$ cat src/hw/rtl/prmm_pkg.sv
// ============================================================================
// prmm_pkg: shared types and constants of the point range min/max block
// Coordinate width, tracker widths, register indexes and the square root step.
// ============================================================================
`default_nettype none

package prmm_pkg;

  // Coordinate width in bits (signed Q8.8 metres at 16).
  localparam int COORD_WIDTH = 16;
  localparam int IN_DATA_W   = ((3 * COORD_WIDTH + 7) / 8) * 8;
  localparam int PROD_W      = 2 * COORD_WIDTH;
  localparam int SUM_W       = PROD_W + 2;
  localparam int EXT_W       = (SUM_W > 33) ? SUM_W : 33;

  localparam int SQ_W    = 32;
  localparam int RANGE_W = 16;
  localparam int CFG_IDX_W = 8;

  localparam logic [SQ_W-1:0]    SQ_ALL_ONES      = '1;
  localparam logic [RANGE_W-1:0] FAR_LIMIT_RESET  = 16'd3840;
  localparam logic [RANGE_W-1:0] NEAR_LIMIT_RESET = 16'd3840;

  typedef enum logic [CFG_IDX_W-1:0] {
    REG_FAR_LIMIT  = 8'd0,
    REG_NEAR_LIMIT = 8'd1
  } prmm_reg_idx_t;

  // Tracker contents of one finished cloud.
  typedef struct packed {
    logic [SQ_W-1:0] min_sq;
    logic [SQ_W-1:0] max_sq;
  } prmm_pair_t;

  // Queue read side as seen by the back end.
  typedef struct packed {
    logic       valid;
    prmm_pair_t pair;
  } prmm_q_out_t;

  typedef struct packed {
    logic [SQ_W-1:0] rem;
    logic [SQ_W-1:0] root;
  } prmm_sqrt_t;

  // Magnitude of a two's complement coordinate; the most negative value
  // maps onto its unsigned magnitude.
  function automatic logic [COORD_WIDTH-1:0] coord_mag(input logic [COORD_WIDTH-1:0] v);
    logic [COORD_WIDTH-1:0] m;
    m = v[COORD_WIDTH-1] ? (~v + COORD_WIDTH'(1)) : v;
    return m;
  endfunction

  // One digit of the restoring integer square root.
  function automatic prmm_sqrt_t sqrt_step(input prmm_sqrt_t s, input logic [SQ_W-1:0] bit_v);
    logic [SQ_W:0] trial;
    prmm_sqrt_t    r;
    trial = {1'b0, s.root} + {1'b0, bit_v};
    if ({1'b0, s.rem} >= trial) begin
      r.rem  = s.rem - trial[SQ_W-1:0];
      r.root = (s.root >> 1) + bit_v;
    end else begin
      r.rem  = s.rem;
      r.root = s.root >> 1;
    end
    return r;
  endfunction

endpackage

`default_nettype wire

$ cat src/hw/rtl/point_range_min_max.sv
// ============================================================================
// point_range_min_max: nearest and farthest point distance of a point cloud
// Tracks min/max squared distance per cloud and reports clamped Q8.8 ranges.
// ============================================================================
//
//  Channel   Direction  Transaction content
//  -------   ---------  ---------------------------------------------------
//  in_       input      one point: x, y, z in tdata; tlast marks cloud end
//  out_      output     one result per cloud: near_range, far_range
//  cfg_      input      one register write: index and 16-bit value
//
//  Points are taken one per cycle; squaring and min/max tracking are pipelined
//  over two register stages. The last point of a cloud hands the trackers to a
//  two-entry queue. The square root unit takes the tracker pair from the queue,
//  then works out one digit of both roots per step; the last step, which waits
//  while the result register is still full, also loads the result register.
//  Point intake stalls only when the queue is full with two clouds waiting.
//  Reset (rst_n, synchronous, active low) restores both limits to 15 m and
//  clears the trackers; there is no clearing pass.
//
`default_nettype none

module point_range_min_max
  import prmm_pkg::*;
(
  input  wire logic                   clk,
  input  wire logic                   rst_n,
  // Point stream.
  input  wire logic                   in_tvalid,
  output logic                        in_tready,
  // tdata: point_x [15:0], point_y [31:16], point_z [47:32]
  input  wire logic [IN_DATA_W-1:0]   in_tdata,
  input  wire logic                   in_tlast,
  // Result stream.
  output logic                        out_tvalid,
  input  wire logic                   out_tready,
  // tdata: near_range [15:0], far_range [31:16]
  output logic [2*RANGE_W-1:0]        out_tdata,
  // Register writes.
  input  wire logic                   cfg_valid,
  output logic                        cfg_ready,
  input  wire logic [CFG_IDX_W-1:0]   cfg_index,
  input  wire logic [RANGE_W-1:0]     cfg_data
);

  // Configuration registers. Writes to an unknown index are dropped.
  logic [RANGE_W-1:0] far_limit_r, near_limit_r;

  assign cfg_ready = 1'b1;

  always_ff @(posedge clk) begin
    if (!rst_n) begin
      far_limit_r  <= FAR_LIMIT_RESET;
      near_limit_r <= NEAR_LIMIT_RESET;
    end else if (cfg_valid && cfg_ready) begin
      if (cfg_index == REG_FAR_LIMIT) begin
        far_limit_r <= cfg_data;
      end
      if (cfg_index == REG_NEAR_LIMIT) begin
        near_limit_r <= cfg_data;
      end
    end
  end

  // Front end: squares and tracks; pushes the tracker pair at cloud end.
  logic        push;
  prmm_pair_t  push_pair;
  logic        q_ready;
  logic        pop;
  prmm_q_out_t q_out;

  prmm_front u_front (
    .clk       (clk),
    .rst_n     (rst_n),
    .in_tvalid (in_tvalid),
    .in_tready (in_tready),
    .in_tdata  (in_tdata),
    .in_tlast  (in_tlast),
    .push      (push),
    .push_pair (push_pair),
    .q_ready   (q_ready)
  );

  // The queue decouples point intake from the multi-cycle root unit.
  prmm_queue u_queue (
    .clk       (clk),
    .rst_n     (rst_n),
    .push      (push),
    .push_pair (push_pair),
    .q_ready   (q_ready),
    .pop       (pop),
    .q_out     (q_out)
  );

  // Back end: square roots, clamping against the limits, output register.
  prmm_back u_back (
    .clk        (clk),
    .rst_n      (rst_n),
    .q_out      (q_out),
    .pop        (pop),
    .far_limit  (far_limit_r),
    .near_limit (near_limit_r),
    .out_tvalid (out_tvalid),
    .out_tready (out_tready),
    .out_tdata  (out_tdata)
  );

endmodule

`default_nettype wire

$ cat src/hw/rtl/prmm_front.sv
// ============================================================================
// prmm_front: point intake and squared distance tracking
// Squares the coordinates, sums them and keeps the running min and max.
// ============================================================================
`default_nettype none

module prmm_front
  import prmm_pkg::*;
(
  input  wire logic                 clk,
  input  wire logic                 rst_n,
  input  wire logic                 in_tvalid,
  output logic                      in_tready,
  input  wire logic [IN_DATA_W-1:0] in_tdata,
  input  wire logic                 in_tlast,
  output logic                      push,
  output prmm_pair_t                push_pair,
  input  wire logic                 q_ready
);

  logic              p_vld_r;
  logic              p_last_r;
  logic [PROD_W-1:0] sq_x_r, sq_y_r, sq_z_r;
  logic [SQ_W-1:0]   min_r, max_r;

  logic [COORD_WIDTH-1:0] mag_x, mag_y, mag_z;
  logic [SUM_W-1:0]       sum;
  logic [SQ_W-1:0]        sq;
  logic [SQ_W-1:0]        new_min, new_max;
  logic                   consume;
  logic                   accept;

  assign mag_x = coord_mag(in_tdata[COORD_WIDTH-1:0]);
  assign mag_y = coord_mag(in_tdata[2*COORD_WIDTH-1:COORD_WIDTH]);
  assign mag_z = coord_mag(in_tdata[3*COORD_WIDTH-1:2*COORD_WIDTH]);

  always_comb begin
    sum = SUM_W'(sq_x_r) + SUM_W'(sq_y_r) + SUM_W'(sq_z_r);
    if (EXT_W'(sum) > EXT_W'(SQ_ALL_ONES)) begin
      sq = SQ_ALL_ONES;
    end else begin
      sq = SQ_W'(sum);
    end
    new_min = (sq < min_r) ? sq : min_r;
    new_max = (sq > max_r) ? sq : max_r;
  end

  assign consume   = p_vld_r && (!p_last_r || q_ready);
  assign in_tready = !p_vld_r || consume;
  assign accept    = in_tvalid && in_tready;
  assign push      = consume && p_last_r;
  assign push_pair = '{min_sq: new_min, max_sq: new_max};

  always_ff @(posedge clk) begin
    if (accept) begin
      sq_x_r   <= PROD_W'(mag_x) * PROD_W'(mag_x);
      sq_y_r   <= PROD_W'(mag_y) * PROD_W'(mag_y);
      sq_z_r   <= PROD_W'(mag_z) * PROD_W'(mag_z);
      p_last_r <= in_tlast;
    end
    if (!rst_n) begin
      p_vld_r <= 1'b0;
      min_r   <= SQ_ALL_ONES;
      max_r   <= '0;
    end else begin
      if (accept) begin
        p_vld_r <= 1'b1;
      end else if (consume) begin
        p_vld_r <= 1'b0;
      end
      if (consume) begin
        if (p_last_r) begin
          min_r <= SQ_ALL_ONES;
          max_r <= '0;
        end else begin
          min_r <= new_min;
          max_r <= new_max;
        end
      end
    end
  end

endmodule

`default_nettype wire

$ cat src/hw/rtl/prmm_queue.sv
// ============================================================================
// prmm_queue: two-entry queue of finished tracker pairs
// Lets point intake carry on while the square roots of a cloud are running.
// ============================================================================
`default_nettype none

module prmm_queue
  import prmm_pkg::*;
(
  input  wire logic        clk,
  input  wire logic        rst_n,
  input  wire logic        push,
  input  wire prmm_pair_t  push_pair,
  output logic             q_ready,
  input  wire logic        pop,
  output prmm_q_out_t      q_out
);

  prmm_pair_t mem_r [2];
  logic       wr_ptr_r, rd_ptr_r;
  logic [1:0] cnt_r;
  logic       do_push, do_pop;

  assign q_ready     = (cnt_r != 2'd2);
  assign do_push     = push && q_ready;
  assign do_pop      = pop && (cnt_r != 2'd0);
  assign q_out.valid = (cnt_r != 2'd0);
  assign q_out.pair  = mem_r[rd_ptr_r];

  always_ff @(posedge clk) begin
    if (do_push) begin
      mem_r[wr_ptr_r] <= push_pair;
    end
    if (!rst_n) begin
      wr_ptr_r <= 1'b0;
      rd_ptr_r <= 1'b0;
      cnt_r    <= 2'd0;
    end else begin
      if (do_push) begin
        wr_ptr_r <= ~wr_ptr_r;
      end
      if (do_pop) begin
        rd_ptr_r <= ~rd_ptr_r;
      end
      cnt_r <= cnt_r + 2'(do_push) - 2'(do_pop);
    end
  end

endmodule

`default_nettype wire

$ cat src/hw/rtl/prmm_back.sv
// ============================================================================
// prmm_back: square roots, clamping and result register
// Runs both roots one digit per cycle, last when output frees; clamps, holds.
// ============================================================================
`default_nettype none

module prmm_back
  import prmm_pkg::*;
(
  input  wire logic               clk,
  input  wire logic               rst_n,
  input  wire prmm_q_out_t        q_out,
  output logic                    pop,
  input  wire logic [RANGE_W-1:0] far_limit,
  input  wire logic [RANGE_W-1:0] near_limit,
  output logic                    out_tvalid,
  input  wire logic               out_tready,
  output logic [2*RANGE_W-1:0]    out_tdata
);

  typedef enum logic {
    ST_IDLE,
    ST_ROOT
  } state_t;

  state_t          state_r;
  logic [SQ_W-1:0] bit_r;
  prmm_sqrt_t      near_r, far_r;
  logic            out_vld_r;
  logic [RANGE_W-1:0] out_near_r, out_far_r;

  prmm_sqrt_t      near_nxt, far_nxt;
  logic            out_free;
  logic            finish;
  logic            step;
  logic [RANGE_W-1:0] near_clamp, far_clamp;

  assign out_free = !out_vld_r || out_tready;
  assign pop      = (state_r == ST_IDLE) && q_out.valid;
  assign finish   = (state_r == ST_ROOT) && bit_r[0] && out_free;
  assign step     = (state_r == ST_ROOT) && (!bit_r[0] || out_free);

  always_comb begin
    near_nxt = sqrt_step(near_r, bit_r);
    far_nxt  = sqrt_step(far_r, bit_r);
    near_clamp = (near_nxt.root > SQ_W'(near_limit)) ? near_limit : near_nxt.root[RANGE_W-1:0];
    far_clamp  = (far_nxt.root > SQ_W'(far_limit)) ? far_limit : far_nxt.root[RANGE_W-1:0];
  end

  always_ff @(posedge clk) begin
    if (pop) begin
      near_r <= '{rem: q_out.pair.min_sq, root: '0};
      far_r  <= '{rem: q_out.pair.max_sq, root: '0};
      bit_r  <= SQ_W'(1) << (SQ_W - 2);
    end else if (step) begin
      near_r <= near_nxt;
      far_r  <= far_nxt;
      bit_r  <= bit_r >> 2;
    end
    if (finish) begin
      out_near_r <= near_clamp;
      out_far_r  <= far_clamp;
    end
    if (!rst_n) begin
      state_r   <= ST_IDLE;
      out_vld_r <= 1'b0;
    end else begin
      case (state_r)
        ST_IDLE: begin
          if (pop) begin
            state_r <= ST_ROOT;
          end
        end
        ST_ROOT: begin
          if (finish) begin
            state_r <= ST_IDLE;
          end
        end
        default: state_r <= ST_IDLE;
      endcase
      if (finish) begin
        out_vld_r <= 1'b1;
      end else if (out_tready) begin
        out_vld_r <= 1'b0;
      end
    end
  end

  assign out_tvalid = out_vld_r;
  assign out_tdata  = {out_far_r, out_near_r};

  // The digit marker is a single bit for the whole root computation.
  a_bit_onehot: assert property (@(posedge clk) disable iff (!rst_n)
    (state_r == ST_ROOT) |-> $onehot(bit_r))
    else $error("square root digit marker is not one-hot");

  // A pop from the queue always starts a root computation.
  a_pop_starts: assert property (@(posedge clk) disable iff (!rst_n)
    pop |=> (state_r == ST_ROOT))
    else $error("queue pop did not start a root computation");

  // The root of a 32-bit value fits in 16 bits when it completes.
  a_root_width: assert property (@(posedge clk) disable iff (!rst_n)
    finish |-> (near_nxt.root[SQ_W-1:RANGE_W] == '0 && far_nxt.root[SQ_W-1:RANGE_W] == '0))
    else $error("square root result exceeds 16 bits");

endmodule

`default_nettype wire
$ cat config.mk
export PLATFORM = sky130hd
export DESIGN_NAME = point_range_min_max
export DESIGN_NICKNAME = d
export VERILOG_FILES = /design/src/hw/rtl/prmm_pkg.sv /design/src/hw/rtl/point_range_min_max.sv /design/src/hw/rtl/prmm_front.sv /design/src/hw/rtl/prmm_queue.sv /design/src/hw/rtl/prmm_back.sv
export SDC_FILE = /design/constraint.sdc
export NUM_CORES = 2
export LEC_CHECK = 0
export BUFFER_PORTS_ARGS = -buffer_cell sky130_fd_sc_hd__clkbuf_2
export CORE_ASPECT_RATIO = 1.2
export CORE_UTILIZATION = 35
export DETAILED_ROUTE_END_ITERATION = 7
export PLACE_DENSITY = 0.48
export SETUP_SLACK_MARGIN = 0.02
export SLEW_MARGIN = 20
export SYNTH_ARGS = -nofsm -noshare
export SYNTH_HDL_FRONTEND = slang
export SYNTH_SLANG_ARGS = --single-unit
$ cat constraint.sdc
create_clock -name clk -period 13.97 [get_ports clk]
set_input_delay 4.191 -clock clk [delete_from_list [all_inputs] [get_ports clk]]
set_output_delay 4.191 -clock clk [all_outputs]
set_load 0.02 [all_outputs]
After elaboration in Yosys (flattened, before gate mapping) --
Memory sizes are Yosys's and may differ from the RTL's. A register that Yosys moved wholly into a read port is not among the register bits. Index checks and enable logic that the tools add are counted.
Storage, ports and cells: register bits after elaboration 376, memory bits (writable) 128, input port bits 78, output and inout port bits 35, word-level logic and storage cells 108, memories kept 1
Memories:
- u_queue.mem_r | depth 2, width 64, read ports 1, clocked after memory_dff 1, write ports 1, line prmm_queue.sv:19 | prmm_pair_t mem_r [2];
Cells by class: $add $sub $neg 13, multiply operators 3, order comparisons 7, equal/unequal tests 2, multiplexer cells 27, bitwise operators 6, reductions and logical operators 28
Operators with widths (number):
- 2-to-1 mux 64 bit | 6
- 2-to-1 mux 32 bit | 5
- multiplier 16 x 16 -> 32 bit | 3
- 2-to-1 mux 16 bit | 5
- adder 32 x 31 -> 33 bit | 2
- greater-or-equal comparator 32 x 33 -> 1 bit | 2
- adder 31 x 31 -> 32 bit | 2
- > comparator 32 x 16 -> 1 bit | 2
- subtractor 32 bit | 2
- adder 16 x 1 -> 16 bit (second input constant) | 3
- inverter 16 bit | 3
- adder 34 x 32 -> 34 bit | 1
- > comparator 34 x 32 -> 1 bit (second input constant) | 1
- adder 32 x 32 -> 33 bit | 1
- > comparator 32 bit | 1
- < comparator 32 bit | 1
- nonzero test 2 bit | 6
- 2-to-1 mux 1 bit | 10
- logical AND 1 bit | 9
- equality test 8 x 1 -> 1 bit (second input constant) | 1
- zero test 8 bit | 1
- AND reduction 2 bit | 4
- zero test 1 bit | 4
- logical OR 1 bit | 4
- 5 further kinds | 7

Logic depth before layout (Yosys ltp) --
word-level depth 7, gate-level depth with buffers 41

Modules after synthesis --
From an unflattened synthesis, not the netlist that was laid out.
Unflattened totals: cell total of the unflattened synthesis 5729, area, all modules 53700.3 sq um
By module, submodules not included:
- prmm_front | instances 1, cells each 3522, area an instance 31779.2 sq um
- prmm_back | instances 1, cells each 1857, area an instance 15478.6 sq um
- prmm_queue | instances 1, cells each 223, area an instance 5154.9 sq um
- point_range_min_max | instances 1, cells each 127, area an instance 1287.5 sq um

Least setup slack after synthesis --
No wires, ideal clock.
path kind input to register, from input in_tdata[32], to register u_front.sq_z_r[31] (data pin), arrival time 11.886 ns, slack 1.824 ns, cell stages on the path 33, buffers on the path 3, cells stage by stage clkbuf_1 -> inv_1 -> clkbuf_1 -> ha_1 -> nand2b_1 -> o41ai_1 -> xor2_1 -> clkbuf_1 -> nor2_1 -> fa_1 -> inv_1 -> fa_1 -> inv_1 -> fa_1 -> inv_1 -> fa_1 -> inv_1 -> fa_1 -> inv_1 -> fa_1 -> inv_1 -> ha_1 -> a21oi_1 -> o32ai_1 -> o41ai_1 -> a2bb2oi_1 -> a31oi_1 -> and4_1 -> o31a_1 -> o21ai_0 -> nand2b_1 -> a21oi_1 -> xnor2_1
Between the ends: word-level cells in the longest chain between the ends 4
RTL lines:
- from (decl) | line point_range_min_max.sv:32 | input wire logic [IN_DATA_W-1:0] in_tdata,
- inverter 16 bit | line prmm_pkg.sv:50 | m = v[COORD_WIDTH-1] ? (~v + COORD_WIDTH'(1)) : v;
- adder 16 x 1 -> 16 bit | line prmm_pkg.sv:50
- 2-to-1 mux 16 bit (*) | line prmm_pkg.sv:50
- multiplier 16 x 16 -> 32 bit (*) | line prmm_front.sv:58 | sq_z_r <= PROD_W'(mag_z) * PROD_W'(mag_z);
- to (signal assigned) | line prmm_front.sv:58
- to (decl) | line prmm_front.sv:23 | logic [PROD_W-1:0] sq_x_r, sq_y_r, sq_z_r;
Mark *: on every way between the ends. The rest lies on a longest branch, timed or not. A chain may end at the register's enable or synchronous reset.

Worst setup path in the final report --
from input in_tdata[16], to register u_front.sq_y_r[28] (data pin)
Between the ends: word-level cells in the longest chain between the ends 4
RTL lines:
- inverter 16 bit | line prmm_pkg.sv:50
- adder 16 x 1 -> 16 bit | line prmm_pkg.sv:50
- 2-to-1 mux 16 bit (*) | line prmm_pkg.sv:50
- multiplier 16 x 16 -> 32 bit (*) | line prmm_front.sv:57 | sq_y_r <= PROD_W'(mag_y) * PROD_W'(mag_y);
- to (signal assigned) | line prmm_front.sv:57
- to (decl) | line prmm_front.sv:23
Marks and branches as above.

==> qor_table.md <==
| Metric | Reported |
|---|---|
| Most used flip-flop cell after synthesis | edfxtp_1 |
| Share of synthesized area spent on multiplexers | 2.94% |
| Number of sinks on the clock net | 502 |
| Final non-filler cell total | 7745 |
| Vias in the first global route | 40079 |
| Worst path slowest cell | fa_1 |
| Most used standard cell by instance count after synthesis | inv_1 |
| Family with the most delay on the worst path | adder cells |
| Worst-case reg-to-reg path depth | 37 |
| Endpoint of the most critical register-to-register path | u_front.max_r[5] |
| Number of nets in the layout | 6884 |
| Cell accounting for the most synthesized area | fa_1 |
| Initial antenna violation count | 3 |
| Final GP Congestion | 0.866 |
| Buffers and inverters on the worst path | 6 |
| Cell area reported after detailed placement | 55600 µm² |
| Number of antenna-violating nets in the routed design | 0 |
| IO Pins | 113 |
| Post-route setup TNS | 0 ns |
| First-pass GRT wire length | 218000 µm |
| Total number of H-tree levels | 3 |
| End of the worst hold path | u_front.min_r[22] |
| Setup repair after global routing missed its margin | false |
| CP Launch Type | input pin |
| Fmax achieved | 81.1 MHz |
| EDFF count, synth | 318 |
| CTS Buf Count | 67 |
| Post-synthesis sequential area ratio | 25.2% |
| Synth warn | 0 |
| Syn Area/Cell | 9.35 µm² |
| Reg2reg start | u_front.sq_x_r[3] |
| Hold path cells | 1 |
| Longest individual stage delay on the worst path | 0.57 ns |
| Wirelength per Cell | 17.5 µm |
| Post-Place Worst Slack | 0.994 ns |
| Number of DRC violations after detailed-routing iteration 0 | 2027 |
| Max Transition Viols Final | 0 |
| Final min period | 12.34 ns |
| Area used by multi-input combinational logic | 35700 µm² |
| Reg-to-reg slack, setup | 4.15 ns |
| Portion of synthesized cell area occupied by the leading cell type | 18.9% |
| Main combinational cell family by area after synthesis | adder cells |
| Post-DP HPWL | 109000 µm |
| Run status | finished with violations |
| Number of cells produced by synthesis | 5622 |
| Class of the worst hold path | register to register |
| Worst EP required | 14.34 ns |
| Data arrival time of the worst path | 12.70 ns |
| Cell mode on critical path | fa_1 |
| Row cnt | 155 |
| Compound-Gate Fraction of Synth Area | 13.2% |
| Height of the chip | 427 µm |
| Longest Clk Path Bufs | 3 |
| Final clock skew | 0.0323 ns |
| Worst Min Path Start | u_front.min_r[22] |
| Seq. cell area | 13200 µm² |
| Non-Filler Cell Area, Final | 57700 µm² |
| Maximum fanout along the worst path | 13 |
| Transition at the pin with the smallest max-transition slack | 1.10 ns |
| Violated checks | DRC |
| Insertion delay to the later sink of the worst-skew pair | 0.63 ns |
| Most frequent cells after synthesis | inv_1, ha_1, fa_1 |
| Simple-gate area share of the yosys netlist | 12.6% |
| Layout Area Growth over Synthesis | 9.85% |
| Total number of vias | 38401 |
| Wirelength, routed | 135000 µm |
| Core region area | 149000 µm² |
| Overall die area | 152000 µm² |
| FFs w/ async S/R, synth | 0% |
| Synthesized-area fraction occupied by adder cells | 32.7% |
| Setup violation total in the final timing report | 0 |
| Root buffer selected by CTS | clkbuf_16 |
| Detailed-router iteration count before antenna repair | 8 |
| Xor-xnor portion of the synthesized cell area | 6.05% |
| Placed instance count | 7623 |
| Category of the most critical setup path | input pin to register |
| DRC violation count after routing | 16 |
| Number of vias per cell after detailed routing | 4.96 |
| Share of the clock period used by the worst path after layout | 88.3% |
| Count of maximum capacitance violations | 0 |
| Clock tree from TritonCTS | yes |
| Count of filler cells inserted in the layout | 15099 |
| Global route total overflow | 0 |
| Horizontal extent of the die | 356 µm |
| Largest net degree at the start of global routing | 67 |
| Ranking of synthesized cells by area | fa_1, edfxtp_1, ha_1 |
| Slack of the critical path | 1.63 ns |
| Number of buffers inserted by port buffering | 111 |
| Final hold viol count | 0 |
| Initial Utilization | 35.3% |
| Max_slew headroom | 26.6% |
| Total of flip-flops plus latches after synthesis | 502 |
| Resized cells post-CTS | 0 |
| Post-CTS Hold Fix Bufs | 0 |
| Crit end category | register |
| Clk slew on worst S/H paths | 0.07 ns |
| Count of different cell masters after synthesis | 102 |
| Area of the mapped netlist | 52600 µm² |
| Overall Global Routing Usage | 18.1% |
| Share of cells above drive strength 1 | 6.59% |
| Setup repair bufs after CTS | 0 |
-- state kept, by name (all words and copies together) (netlist names), 31 cells and up, named ones only --
name / cells
u_back.far_r: 64
u_back.near_r: 64
u_front.max_r: 32
u_front.min_r: 32
u_front.sq_x_r: 31
u_front.sq_y_r: 31
u_front.sq_z_r: 31
u_queue.mem_r: 128
-- cell type report --
| class | count | share of cell area, % |
|---|---|---|
| Multi-Input combinational cell | 4129 | 61.8 |
| Antenna cell | 1 | 0.00433 |
| Sequential cell | 502 | 22.9 |
| Tap cell | 1962 | 4.25 |
| Timing Repair Buffer | 182 | 1.89 |
| Clock buffer | 92 | 3.21 |
| Clock inverter | 29 | 0.466 |
| Inverter | 848 | 5.51 |
-- worst max-delay path by stage --
| stage | from | endpoint | slack [ns] | cells past startpoint |
|---|---|---|---|---|
| 2_1_floorplan | in_tdata[32] | u_front.sq_z_r[31] | 1.82 | 33 |
| 4_1_cts | in_tdata[16] | u_front.sq_y_r[28] | 1.65 | 30 |
| 3_5_place_dp | in_tdata[16] | u_front.sq_y_r[28] | 0.99 | 30 |
| 6_report | in_tdata[16] | u_front.sq_y_r[28] | 1.63 | 30 |
| 5_1_grt | in_tdata[16] | u_front.sq_y_r[28] | 1.09 | 30 |
| 3_3_place_gp | in_tdata[16] | u_front.sq_y_r[28] | 1.22 | 30 |
-- layout by cell type, fill, tap and decap left out, types with 39 or more instances in the layout --
master,count
a21o_1,109
a21oi_1,270
a31oi_1,63
buf_4,71
clkbuf_16,69
clkbuf_2,111
dfxtp_1,183
edfxtp_1,318
fa_1,495
ha_1,581
inv_1,826
mux2i_1,108
nand2_1,482
nand2b_1,63
nand3_1,110
nand4_1,46
nor2_1,439
nor2b_1,88
nor3_1,53
o21a_1,40
o21ai_0,220
o21bai_1,39
o22ai_1,62
xnor2_1,202
xor2_1,161
-- logic make-up after synthesis --
| group | Yosys count |
|---|---|
| mux | 143 |
| xor+xnor | 363 |
| compound gates | 1068 |
| simple gates | 1442 |
| flops | 502 |
| buf+inv | 1026 |
| other cells | 2 |
| fa+ha+maj | 1076 |
-- stage by stage --
stage	util, %	hold WS (ns)
6_report	38.8	0.460
2_1_floorplan	-	0.436
3_5_place_dp	37.3	0.450
4_1_cts	38.8	0.464
3_3_place_gp	37.3	0.444
5_1_grt	38.8	0.478
-- per-layer routing --
metal | vias up | global-route usage, % | share of wire, %
li1 | 19133 | - | -
met1 | 18519 | 21.6 | 42
met2 | 582 | 33.8 | 52
met3 | 165 | 1.67 | 2.8
met4 | 2 | 5.93 | 3.2
met5 | - | 0 | 0.010
Power is not shown: default switching activity piles up to over one toggle a cycle in this logic, so the estimate is an artifact.
